`config.mk`:
```
export PLATFORM = sky130hd
export DESIGN_NAME = websocket_frame_unmasker_flat
export DESIGN_NICKNAME = d
export VERILOG_FILES = /design/src/hw/rtl/wsfu_pkg.sv /design/src/hw/rtl/wsfu_in_if.sv /design/src/hw/rtl/wsfu_out_if.sv /design/src/hw/rtl/wsfu_parser.sv /design/src/hw/rtl/websocket_frame_unmasker.sv /design/src/flat_wrapper.sv
export SDC_FILE = /design/constraint.sdc
export NUM_CORES = 1
export LEC_CHECK = 0
export BUFFER_PORTS_ARGS = -buffer_cell sky130_fd_sc_hd__buf_2
export CORE_MARGIN = 1
export CORE_UTILIZATION = 55
export DETAILED_ROUTE_END_ITERATION = 8
export PLACE_DENSITY_LB_ADDON = 0.25
export RECOVER_POWER = 50
export SYNTH_ARGS = -nofsm -noshare
export SYNTH_HDL_FRONTEND = slang
export SYNTH_HIERARCHICAL = 1
export SYNTH_SLANG_ARGS = --single-unit
```
`constraint.sdc`:
```
create_clock -name clk -period 3.8 [get_ports clk]
set_clock_uncertainty 0.1 [all_clocks]
set_input_delay 0.38 -clock clk [delete_from_list [all_inputs] [get_ports clk]]
set_output_delay 0.38 -clock clk [all_outputs]
set_load 0.01 [all_outputs]
```
`src/hw/rtl/wsfu_pkg.sv`:
```
// ----------------------------------------------------------------------------
// wsfu_pkg
// Shared types and constants for the WebSocket frame unmasker.
// ----------------------------------------------------------------------------
package wsfu_pkg;

	// default width of the frame length counter
	localparam int LENGTH_BITS_DEF = 64;

	// 7-bit length field codes
	localparam logic [6:0] LEN_EXT16 = 7'd126;
	localparam logic [6:0] LEN_EXT64 = 7'd127;

	// header byte counts
	localparam logic [3:0] EXT16_BYTES = 4'd2;
	localparam logic [3:0] EXT64_BYTES = 4'd8;
	localparam logic [3:0] MASK_BYTES  = 4'd4;

	// result of one parse step, parser to top
	typedef struct packed {
		logic       valid;
		logic [7:0] payload_byte;
		logic       last_byte;
		logic       empty_frame;
	} wsfu_res_t;

endpackage

```
`src/hw/rtl/wsfu_in_if.sv`:
```
// ----------------------------------------------------------------------------
// wsfu_in_if
// Received byte channel: one frame stream byte per beat.
// ----------------------------------------------------------------------------
interface wsfu_in_if;
	logic       valid;
	logic       ready;
	logic [7:0] rx_byte;
	logic       frame_begin;

	modport source (output valid, output rx_byte, output frame_begin, input ready);
	modport sink   (input valid, input rx_byte, input frame_begin, output ready);
endinterface

```
`src/hw/rtl/wsfu_out_if.sv`:
```
// ----------------------------------------------------------------------------
// wsfu_out_if
// Unmasked payload channel: one payload byte or empty marker per beat.
// ----------------------------------------------------------------------------
interface wsfu_out_if;
	logic       valid;
	logic       ready;
	logic [7:0] payload_byte;
	logic       last_byte;
	logic       empty_frame;

	modport source (output valid, output payload_byte, output last_byte,
		output empty_frame, input ready);
	modport sink   (input valid, input payload_byte, input last_byte,
		input empty_frame, output ready);
endinterface

```
`src/hw/rtl/wsfu_parser.sv`:
```
// ----------------------------------------------------------------------------
// wsfu_parser
// Frame header parser and payload unmasker. Holds the parse state, updates it
// on each step and presents the result of the current byte combinationally.
// ----------------------------------------------------------------------------
module wsfu_parser #(
	parameter int LENGTH_BITS = wsfu_pkg::LENGTH_BITS_DEF
) (
	input  logic                clk,
	input  logic                arst_n,
	input  logic                step,
	input  logic [7:0]          rx_byte,
	input  logic                frame_begin,
	output wsfu_pkg::wsfu_res_t res
);

	typedef enum logic [4:0] {
		PH_IDLE = 5'b00001,
		PH_LEN  = 5'b00010,
		PH_EXT  = 5'b00100,
		PH_MASK = 5'b01000,
		PH_DATA = 5'b10000
	} phase_t;

	phase_t                 phase_q, phase_d;
	logic [3:0]             hdr_cnt_q, hdr_cnt_d;
	logic [3:0]             hdr_cnt_nx;
	logic [3:0]             ext_need;
	logic                   ext64_q, ext64_d;
	logic [LENGTH_BITS-1:0] len_q, len_d;
	logic [31:0]            key_q, key_d;
	logic [1:0]             pos_q, pos_d;
	logic [7:0]             key_byte;
	logic [6:0]             len7;
	logic                   data_last;

	assign len7       = rx_byte[6:0];
	assign hdr_cnt_nx = hdr_cnt_q + 4'd1;
	assign ext_need   = ext64_q ? wsfu_pkg::EXT64_BYTES : wsfu_pkg::EXT16_BYTES;
	assign data_last  = (len_q == LENGTH_BITS'(1));

	// mask key byte for the current payload position, first key byte on top
	always_comb begin
		case (pos_q)
			2'd0:    key_byte = key_q[31:24];
			2'd1:    key_byte = key_q[23:16];
			2'd2:    key_byte = key_q[15:8];
			default: key_byte = key_q[7:0];
		endcase
	end

	// next state and result of this byte
	always_comb begin
		phase_d   = phase_q;
		hdr_cnt_d = hdr_cnt_q;
		ext64_d   = ext64_q;
		len_d     = len_q;
		key_d     = key_q;
		pos_d     = pos_q;
		res       = '0;
		if (frame_begin) begin
			// new frame drops whatever was in progress
			phase_d   = PH_LEN;
			hdr_cnt_d = 4'd0;
			len_d     = '0;
			pos_d     = 2'd0;
		end else begin
			case (phase_q)
				PH_IDLE: begin
				end
				PH_LEN: begin
					hdr_cnt_d = 4'd0;
					if (len7 == wsfu_pkg::LEN_EXT16) begin
						ext64_d = 1'b0;
						len_d   = '0;
						phase_d = PH_EXT;
					end else if (len7 == wsfu_pkg::LEN_EXT64) begin
						ext64_d = 1'b1;
						len_d   = '0;
						phase_d = PH_EXT;
					end else begin
						len_d   = LENGTH_BITS'(len7);
						phase_d = PH_MASK;
					end
				end
				PH_EXT: begin
					// big-endian shift, upper bits fall off
					len_d = {len_q[LENGTH_BITS-9:0], rx_byte};
					if (hdr_cnt_nx >= ext_need) begin
						hdr_cnt_d = 4'd0;
						phase_d   = PH_MASK;
					end else begin
						hdr_cnt_d = hdr_cnt_nx;
					end
				end
				PH_MASK: begin
					key_d = {key_q[23:0], rx_byte};
					if (hdr_cnt_nx >= wsfu_pkg::MASK_BYTES) begin
						hdr_cnt_d = 4'd0;
						pos_d     = 2'd0;
						if (len_q == '0) begin
							// zero-length frame: one empty marker
							phase_d         = PH_IDLE;
							res.valid       = 1'b1;
							res.last_byte   = 1'b1;
							res.empty_frame = 1'b1;
						end else begin
							phase_d = PH_DATA;
						end
					end else begin
						hdr_cnt_d = hdr_cnt_nx;
					end
				end
				PH_DATA: begin
					res.valid        = 1'b1;
					res.payload_byte = rx_byte ^ key_byte;
					res.last_byte    = data_last;
					len_d            = len_q - LENGTH_BITS'(1);
					pos_d            = pos_q + 2'd1;
					if (data_last) begin
						phase_d = PH_IDLE;
					end
				end
				default: begin
					phase_d = PH_IDLE;
				end
			endcase
		end
	end

	// parse state registers
	always_ff @(posedge clk or negedge arst_n) begin
		if (!arst_n) begin
			phase_q   <= PH_IDLE;
			hdr_cnt_q <= 4'd0;
			ext64_q   <= 1'b0;
			len_q     <= '0;
			key_q     <= '0;
			pos_q     <= 2'd0;
		end else if (step) begin
			phase_q   <= phase_d;
			hdr_cnt_q <= hdr_cnt_d;
			ext64_q   <= ext64_d;
			len_q     <= len_d;
			key_q     <= key_d;
			pos_q     <= pos_d;
		end
	end

	// payload phase always has bytes left to count
	a_data_len_nonzero: assert property (@(posedge clk) disable iff (!arst_n)
		(phase_q == PH_DATA) |-> (len_q != '0))
		else $error("payload phase with zero remaining length");

	// header counter stays within the longest header field
	a_hdr_cnt_range: assert property (@(posedge clk) disable iff (!arst_n)
		hdr_cnt_q < wsfu_pkg::EXT64_BYTES)
		else $error("header byte counter out of range");

endmodule

```
`src/hw/rtl/websocket_frame_unmasker.sv`:
```
// ----------------------------------------------------------------------------
// websocket_frame_unmasker
// Parses WebSocket client frames byte by byte and emits unmasked payload.
// ----------------------------------------------------------------------------
// Pipeline: a byte is captured in the input register and its result, if any, is
//   then registered in the output register (two register stages, accept to result).
// Throughput: one byte per cycle while the output is not stalled, set by the single
//   parse step per byte (length counter decrement and compare) between the two registers.
// Reset: asynchronous; parser idle waiting for a frame start, no beats held.
// ----------------------------------------------------------------------------
module websocket_frame_unmasker #(
	parameter int LENGTH_BITS = wsfu_pkg::LENGTH_BITS_DEF
) (
	input  logic              clk,
	input  logic              arst_n,
	wsfu_in_if.sink           rx,
	wsfu_out_if.source        tx
);

	logic                vld_s1;
	logic [7:0]          rx_byte_s1;
	logic                frame_begin_s1;
	logic                s1_fire;
	logic                out_free;
	logic                rx_accept;
	wsfu_pkg::wsfu_res_t res;
	logic                tx_vld_q;
	logic [7:0]          payload_byte_q;
	logic                last_byte_q;
	logic                empty_frame_q;

	// handshake: stage 1 moves on when its result has room or it has none
	assign out_free  = !tx_vld_q || tx.ready;
	assign s1_fire   = vld_s1 && (!res.valid || out_free);
	assign rx.ready  = !vld_s1 || s1_fire;
	assign rx_accept = rx.valid && rx.ready;

	// input register
	always_ff @(posedge clk or negedge arst_n) begin
		if (!arst_n) begin
			vld_s1 <= 1'b0;
		end else if (rx_accept) begin
			vld_s1 <= 1'b1;
		end else if (s1_fire) begin
			vld_s1 <= 1'b0;
		end
	end

	always_ff @(posedge clk) begin
		if (rx_accept) begin
			rx_byte_s1     <= rx.rx_byte;
			frame_begin_s1 <= rx.frame_begin;
		end
	end

	wsfu_parser #(
		.LENGTH_BITS (LENGTH_BITS)
	) u_parser (
		.clk         (clk),
		.arst_n      (arst_n),
		.step        (s1_fire),
		.rx_byte     (rx_byte_s1),
		.frame_begin (frame_begin_s1),
		.res         (res)
	);

	// output register
	always_ff @(posedge clk or negedge arst_n) begin
		if (!arst_n) begin
			tx_vld_q <= 1'b0;
		end else if (s1_fire && res.valid) begin
			tx_vld_q <= 1'b1;
		end else if (tx.ready) begin
			tx_vld_q <= 1'b0;
		end
	end

	always_ff @(posedge clk) begin
		if (s1_fire && res.valid) begin
			payload_byte_q <= res.payload_byte;
			last_byte_q    <= res.last_byte;
			empty_frame_q  <= res.empty_frame;
		end
	end

	assign tx.valid        = tx_vld_q;
	assign tx.payload_byte = payload_byte_q;
	assign tx.last_byte    = last_byte_q;
	assign tx.empty_frame  = empty_frame_q;

	// empty marker carries last and a zero byte
	a_empty_marker: assert property (@(posedge clk) disable iff (!arst_n)
		(tx_vld_q && empty_frame_q) |-> (last_byte_q && (payload_byte_q == 8'd0)))
		else $error("malformed empty frame marker");

	// input is only held off by a stalled stage 1
	a_ready_cause: assert property (@(posedge clk) disable iff (!arst_n)
		!rx.ready |-> (vld_s1 && res.valid && tx_vld_q && !tx.ready))
		else $error("input stalled without a blocked result");

	// a blocked stage 1 keeps its byte
	a_s1_hold: assert property (@(posedge clk) disable iff (!arst_n)
		(vld_s1 && !s1_fire) |=> (vld_s1 && $stable(rx_byte_s1)
			&& $stable(frame_begin_s1)))
		else $error("stage 1 byte lost while stalled");

	// a pending result is not overwritten
	a_out_hold: assert property (@(posedge clk) disable iff (!arst_n)
		(tx_vld_q && !tx.ready) |-> !(s1_fire && res.valid))
		else $error("output register overwritten while pending");

endmodule

```
`src/flat_wrapper.sv`:
```
// flat-port wrapper written by rule: the top's interface ports become plain ports
module websocket_frame_unmasker_flat 
#(
	parameter int LENGTH_BITS = wsfu_pkg::LENGTH_BITS_DEF
)
  (clk, arst_n, rx_valid, rx_rx_byte, rx_frame_begin, rx_ready, tx_valid, tx_payload_byte, tx_last_byte, tx_empty_frame, tx_ready);
  wsfu_in_if rx_i ();
  wsfu_out_if tx_i ();
  input  logic clk;
  input  logic arst_n;
  input wire logic [$bits(rx_i.valid)-1:0] rx_valid;
  input wire logic [$bits(rx_i.rx_byte)-1:0] rx_rx_byte;
  input wire logic [$bits(rx_i.frame_begin)-1:0] rx_frame_begin;
  output wire logic [$bits(rx_i.ready)-1:0] rx_ready;
  output wire logic [$bits(tx_i.valid)-1:0] tx_valid;
  output wire logic [$bits(tx_i.payload_byte)-1:0] tx_payload_byte;
  output wire logic [$bits(tx_i.last_byte)-1:0] tx_last_byte;
  output wire logic [$bits(tx_i.empty_frame)-1:0] tx_empty_frame;
  input wire logic [$bits(tx_i.ready)-1:0] tx_ready;
  assign rx_i.valid = rx_valid;
  assign rx_i.rx_byte = rx_rx_byte;
  assign rx_i.frame_begin = rx_frame_begin;
  assign rx_ready = rx_i.ready;
  assign tx_valid = tx_i.valid;
  assign tx_payload_byte = tx_i.payload_byte;
  assign tx_last_byte = tx_i.last_byte;
  assign tx_empty_frame = tx_i.empty_frame;
  assign tx_i.ready = tx_ready;
  websocket_frame_unmasker #(.LENGTH_BITS(LENGTH_BITS)) u_core (.clk(clk), .arst_n(arst_n), .rx(rx_i), .tx(tx_i));
endmodule
```
Yosys cells after proc, flatten, opt, wreduce, memory -nomap -nowiden
Index checks and enable logic that the tools add are counted.
{"block": "op_classes", "add_sub_neg": 3, "multipliers": 0, "n_div": 0, "magnitude_cmp": 2, "n_eq_ne": 14, "n_shift": 0, "n_mux": 36, "bitwise": 5, "reduce_logical": 25}
{"cell": "$pmux W64 S3", "n": 1}
{"cell": "$eq A64 B1 Y1 const B", "n": 1}
{"cell": "$logic_not A64 Y1", "n": 1}
{"cell": "$mux W64", "n": 1}
{"cell": "$sub A64 B1 Y64 const B", "n": 1}
{"cell": "$mux W5", "n": 5}
{"cell": "$pmux W5 S5", "n": 1}
{"cell": "$mux W4", "n": 6}
{"cell": "$pmux W8 S3", "n": 1}
{"cell": "$eq A7 B7 Y1 const B", "n": 2}
{"cell": "$mux W7", "n": 2}
{"cell": "$pmux W4 S3", "n": 1}
{"cell": "$mux W11", "n": 1}
{"cell": "$mux W1", "n": 9}
{"cell": "$ne A3 B2 Y1 const B", "n": 3}
{"cell": "$mux W2", "n": 4}
{"cell": "$mux W8", "n": 1}
{"cell": "$reduce_bool A4 Y1", "n": 2}
{"cell": "$xor A8 B8 Y8", "n": 1}
{"cell": "$reduce_and A3 Y1", "n": 2}
{"cell": "$reduce_bool A2 Y1", "n": 3}
{"cell": "$eq A5 B1 Y1 const B", "n": 1}
{"cell": "$eq A5 B2 Y1 const B", "n": 1}
{"cell": "$eq A5 B3 Y1 const B", "n": 1}
{"cell": "other kinds (22)", "n": 33}
{"block": "totals", "regBits": 129, "latch_bits": 0, "mem_bits_rw": 0, "mem_bits_ro": 0, "in_bits": 13, "output_inout_bits": 12, "wordCells": 98, "memories": 0}

Longest topological paths before layout
{"block": "depth", "word_depth": 11, "ltp_mapped": 17, "ltp_nobuf": 15}

Hierarchy
The synthesis kept the hierarchy.
{"module": "wsfu_parser", "instances": 1, "cells_each": 724, "area_per_inst_um2": 6478.7, "seq_area_each_um2": 2703.8}
{"module": "websocket_frame_unmasker", "instances": 1, "cells_each": 29, "area_per_inst_um2": 688.2, "seq_area_each_um2": 620.6}

Least setup slack after synthesis
No wires, ideal clock.
{"block": "synth_timing", "path_type": "register -> register", "start": "register u_core.u_parser.len_q[0]", "end": "register u_core.u_parser.len_q[37]", "setup_time_ns": 0.126, "arrival_time_ns": 3.824, "required_ns": 3.574, "slack_ns": -0.250, "stages_incl_launch_ff": 17, "path_buffers": 2, "period_less_slack_ns": 4.050, "cell_sequence": "dfrtp_1 > inv_1 > ha_1 > nor3b_1 > nand4_1 > nor2_1 > nand3_1 > or4_1 > nand2_1 > a21boi_1 > nor2b_1 > o2111ai_1 > or2_1 > clkbuf_1 > clkbuf_1 > o21ai_1 > a221o_1"}
{"item": "from (decl)", "line_no": "wsfu_parser.sv:30", "source": "logic [LENGTH_BITS-1:0] len_q, len_d;"}
{"item": "from (signal assigned)", "line_no": "wsfu_parser.sv:144", "source": "len_q <= len_d;"}

==> results.cfg <==
[outcome]
status = complete, but fails checks
violations = capacitance limit, slew limit

[hold_path]
hp-start = rx_rx_byte[6]
hold_class = in -> reg
holdPathStages = 1

[worst_setup_path]
crit_type = reg -> reg
start_kind = flip-flop
worstReg2RegStart = u_core/u_parser/len_q[49]
arrival_ns = 3.87
cp.required_ns = 3.99
worstSetupStartpoint = u_core/u_parser/len_q[49]
cp_max_fo = 11
reg2reg_depth = 13
end_kind = flip-flop

[cts]
cts_max_level = 4
numCtsBuffers = 17
clk_latency_ns = 0.43
clkSinkCount = 129
cts_root_buf = clkbuf_16
cts_buffer_depth = 2
cts_tree = built
cts_hold_buf = 0
clk_pin_slew_ns = 0.06

[timing]
whs_ns = 0.0246
rsz0062_at_grt = false
max_clock_freq_mhz = 272
fin_ws_ns = 0.120
relSlewSlack = -0.156
tightest_slew_ns = 1.73
tns_ns = 0
finalSetupViolCount = 0
timing.final.crit_share = 0.969
finalHoldViolations = 0
maxSlewViolCount = 68
post-route-min-period_ns = 3.68

[drt]
via_per_inst = 6.71
wire_per_inst_um = 19.7
drt_iter0_drc = 755
num_vias = 6627
firstDrtPassIters = 7
postRouteAntennaNets = 0
drt_wl_total_mm = 19.5
drc_errors = 0

[layout]
design_area_um2 = 8370
multi_input_area_um2 = 3660
fin_nets = 825
fill_cells = 1042
seqCellArea_um2 = 3330
layoutNonFillerInstCount = 988
area_delta_synth_final_pct = 16.7
postLayoutCoreUtil = 0.660
layout-drive-gt1-share = 0.191
antenna_cells = 0

[global_route]
track_usage = 0.309
grt.busiest_layer = met2
gr-usage-met2 = 0.500
grt_first_pass_wirelength_mm = 31.8
met1_usage = 0.383
use_met3 = 0.0861
grt_max_degree = 68
grt_pass1_vias = 6400
antenna_found_initial = 0
grt_overflow_total = 0

[die]
dieArea_um2 = 13500
io_pins = 25
rows = 41
fp.dieW_um = 116
core_um2 = 12700
die_h_um = 116
start_util = 0.566

[yosys]
synth_top_area_frac = 0.381
synth_cell_types = 66
synth_edf_count = 19
yosysWarnings = 6
synthesis.nets = 775
ys_ff_latch = 129
synth_most_common_cell = dfrtp_1
syn_inst = 753
synth_flop_cell = dfrtp_1
ys_seq_area_frac = 0.464
synth_area_leaders = dfrtp_1 (38%), edfxtp_1 (8.0%), o21ai_0 (5.6%)
syn_area_per_cell_um2 = 9.52
synth_area_um2 = 7170
synth_top_area_cell = dfrtp_1
ys_async_sr_fraction = 0.853
synthTopCellsByCount = dfrtp_1 (109), o21ai_0 (80), nor2_1 (72), nand2_1 (55), clkbuf_1 (40)

[placed_design]
place_hpwl_mm = 13.0
gp_congestion = 0.930
dp_cells = 953
dp_slack_ns = 0.0120
io_buffers = 24
place_area_um2 = 7760

[power_and_ir_drop]
finalPower_mw = 4.30
p_leak_nw = 3.72
vdd_drop_max_mv = 0.462
p_per_area_nw_per_um2 = 514

[flow_run]
maxCapViolations = 1
report_power, final:
part / switching (mW) / total (mW) / internal [mW]
clock network: 0.671 / 1.59 / 0.917
registers: 0.115 / 1.62 / 1.51
logic: 0.683 / 1.09 / 0.405
total: 1.47 / 4.30 / 2.83
registers in the layout (all words and copies together) (netlist names):
signal / cells
u_core/tx.valid: 1
u_core/u_parser/hdr_cnt_q: 4
u_core/tx.empty_frame: 1
u_core/tx.payload_byte: 8
u_core/u_parser/pos_q: 2
u_core/rx_byte_s1: 8
u_core/vld_s1: 1
u_core/tx.last_byte: 1
u_core/u_parser/ext64_q: 1
u_core/frame_begin_s1: 1
u_core/u_parser/phase_q: 5
u_core/u_parser/len_q: 64
u_core/u_parser/key_q: 32
worst max-delay path, stage by stage, from the launching register on:
cell	delay (ns)
dfrtp_2	0.45
nor4_4	0.37
nand3_2	0.16
or4_4	0.57
or4_4	0.45
nand2_1	0.11
a21boi_1	0.08
nor2b_1	0.20
o2111ai_2	0.16
or2_4	0.27
buf_4	0.21
nor2_1	0.07
o21ai_0	0.19
o21ai_0	0.15
cell usage in the layout, fill, tap and decap left out, types with 17 or more instances in the layout:
cell	netlist	final
nand3_1	21	20
buf_4	0	48
a21oi_1	22	22
mux2_2	33	33
nor3_1	28	28
o21ai_1	24	25
dfrtp_1	109	108
clkbuf_16	0	17
o21ai_0	80	78
nor2_1	72	70
a22oi_1	23	23
nand2_1	55	55
edfxtp_1	19	19
cell type report:
| type | instances | share of cell area |
|---|---|---|
| inverters | 16 | 0.00718 |
| flip-flops and latches | 129 | 0.397 |
| multi-input cells | 562 | 0.438 |
| repair buffers | 77 | 0.0639 |
| well taps | 172 | 0.0257 |
| clock inverters | 15 | 0.0172 |
| clock buffers | 17 | 0.0508 |
path summary, 6_finish.rpt:
check,to,slack (ns)
max in group asynchronous,u_core/u_parser/key_q[15],1.47
min reg2reg,u_core/u_parser/len_q[63],0.41
max,u_core/u_parser/len_q[15],0.12
min in group asynchronous,u_core/u_parser/hdr_cnt_q[1],0.31
min,u_core/rx_byte_s1[6],0.02
max reg2reg,u_core/u_parser/len_q[15],0.12
kinds of logic after synthesis:
logic type / count (synthesis) / synth area share
simple gates: 267 / 0.202
flops: 129 / 0.464
buf+inv: 62 / 0.0328
fa+ha+maj: 9 / 0.0157
compound gates: 230 / 0.205
mux: 33 / 0.0519
xor+xnor: 23 / 0.0281
layer usage:
layer  routed length, µm  share of wire  up-vias
met5                   0              0        -
met4                 628          0.032        0
met3                1500          0.077       72
met2                9500           0.49      351
met1                7870           0.40     3271
li1                    -              -     2933
what timing repair did:
item,in CTS,in global routing
buffers inserted,0,3
endpoints found under the setup margin,3,40
pin swaps,0,4
gates resized for setup,2,7
No activity file was read; power rests on OpenSTA's default activity.
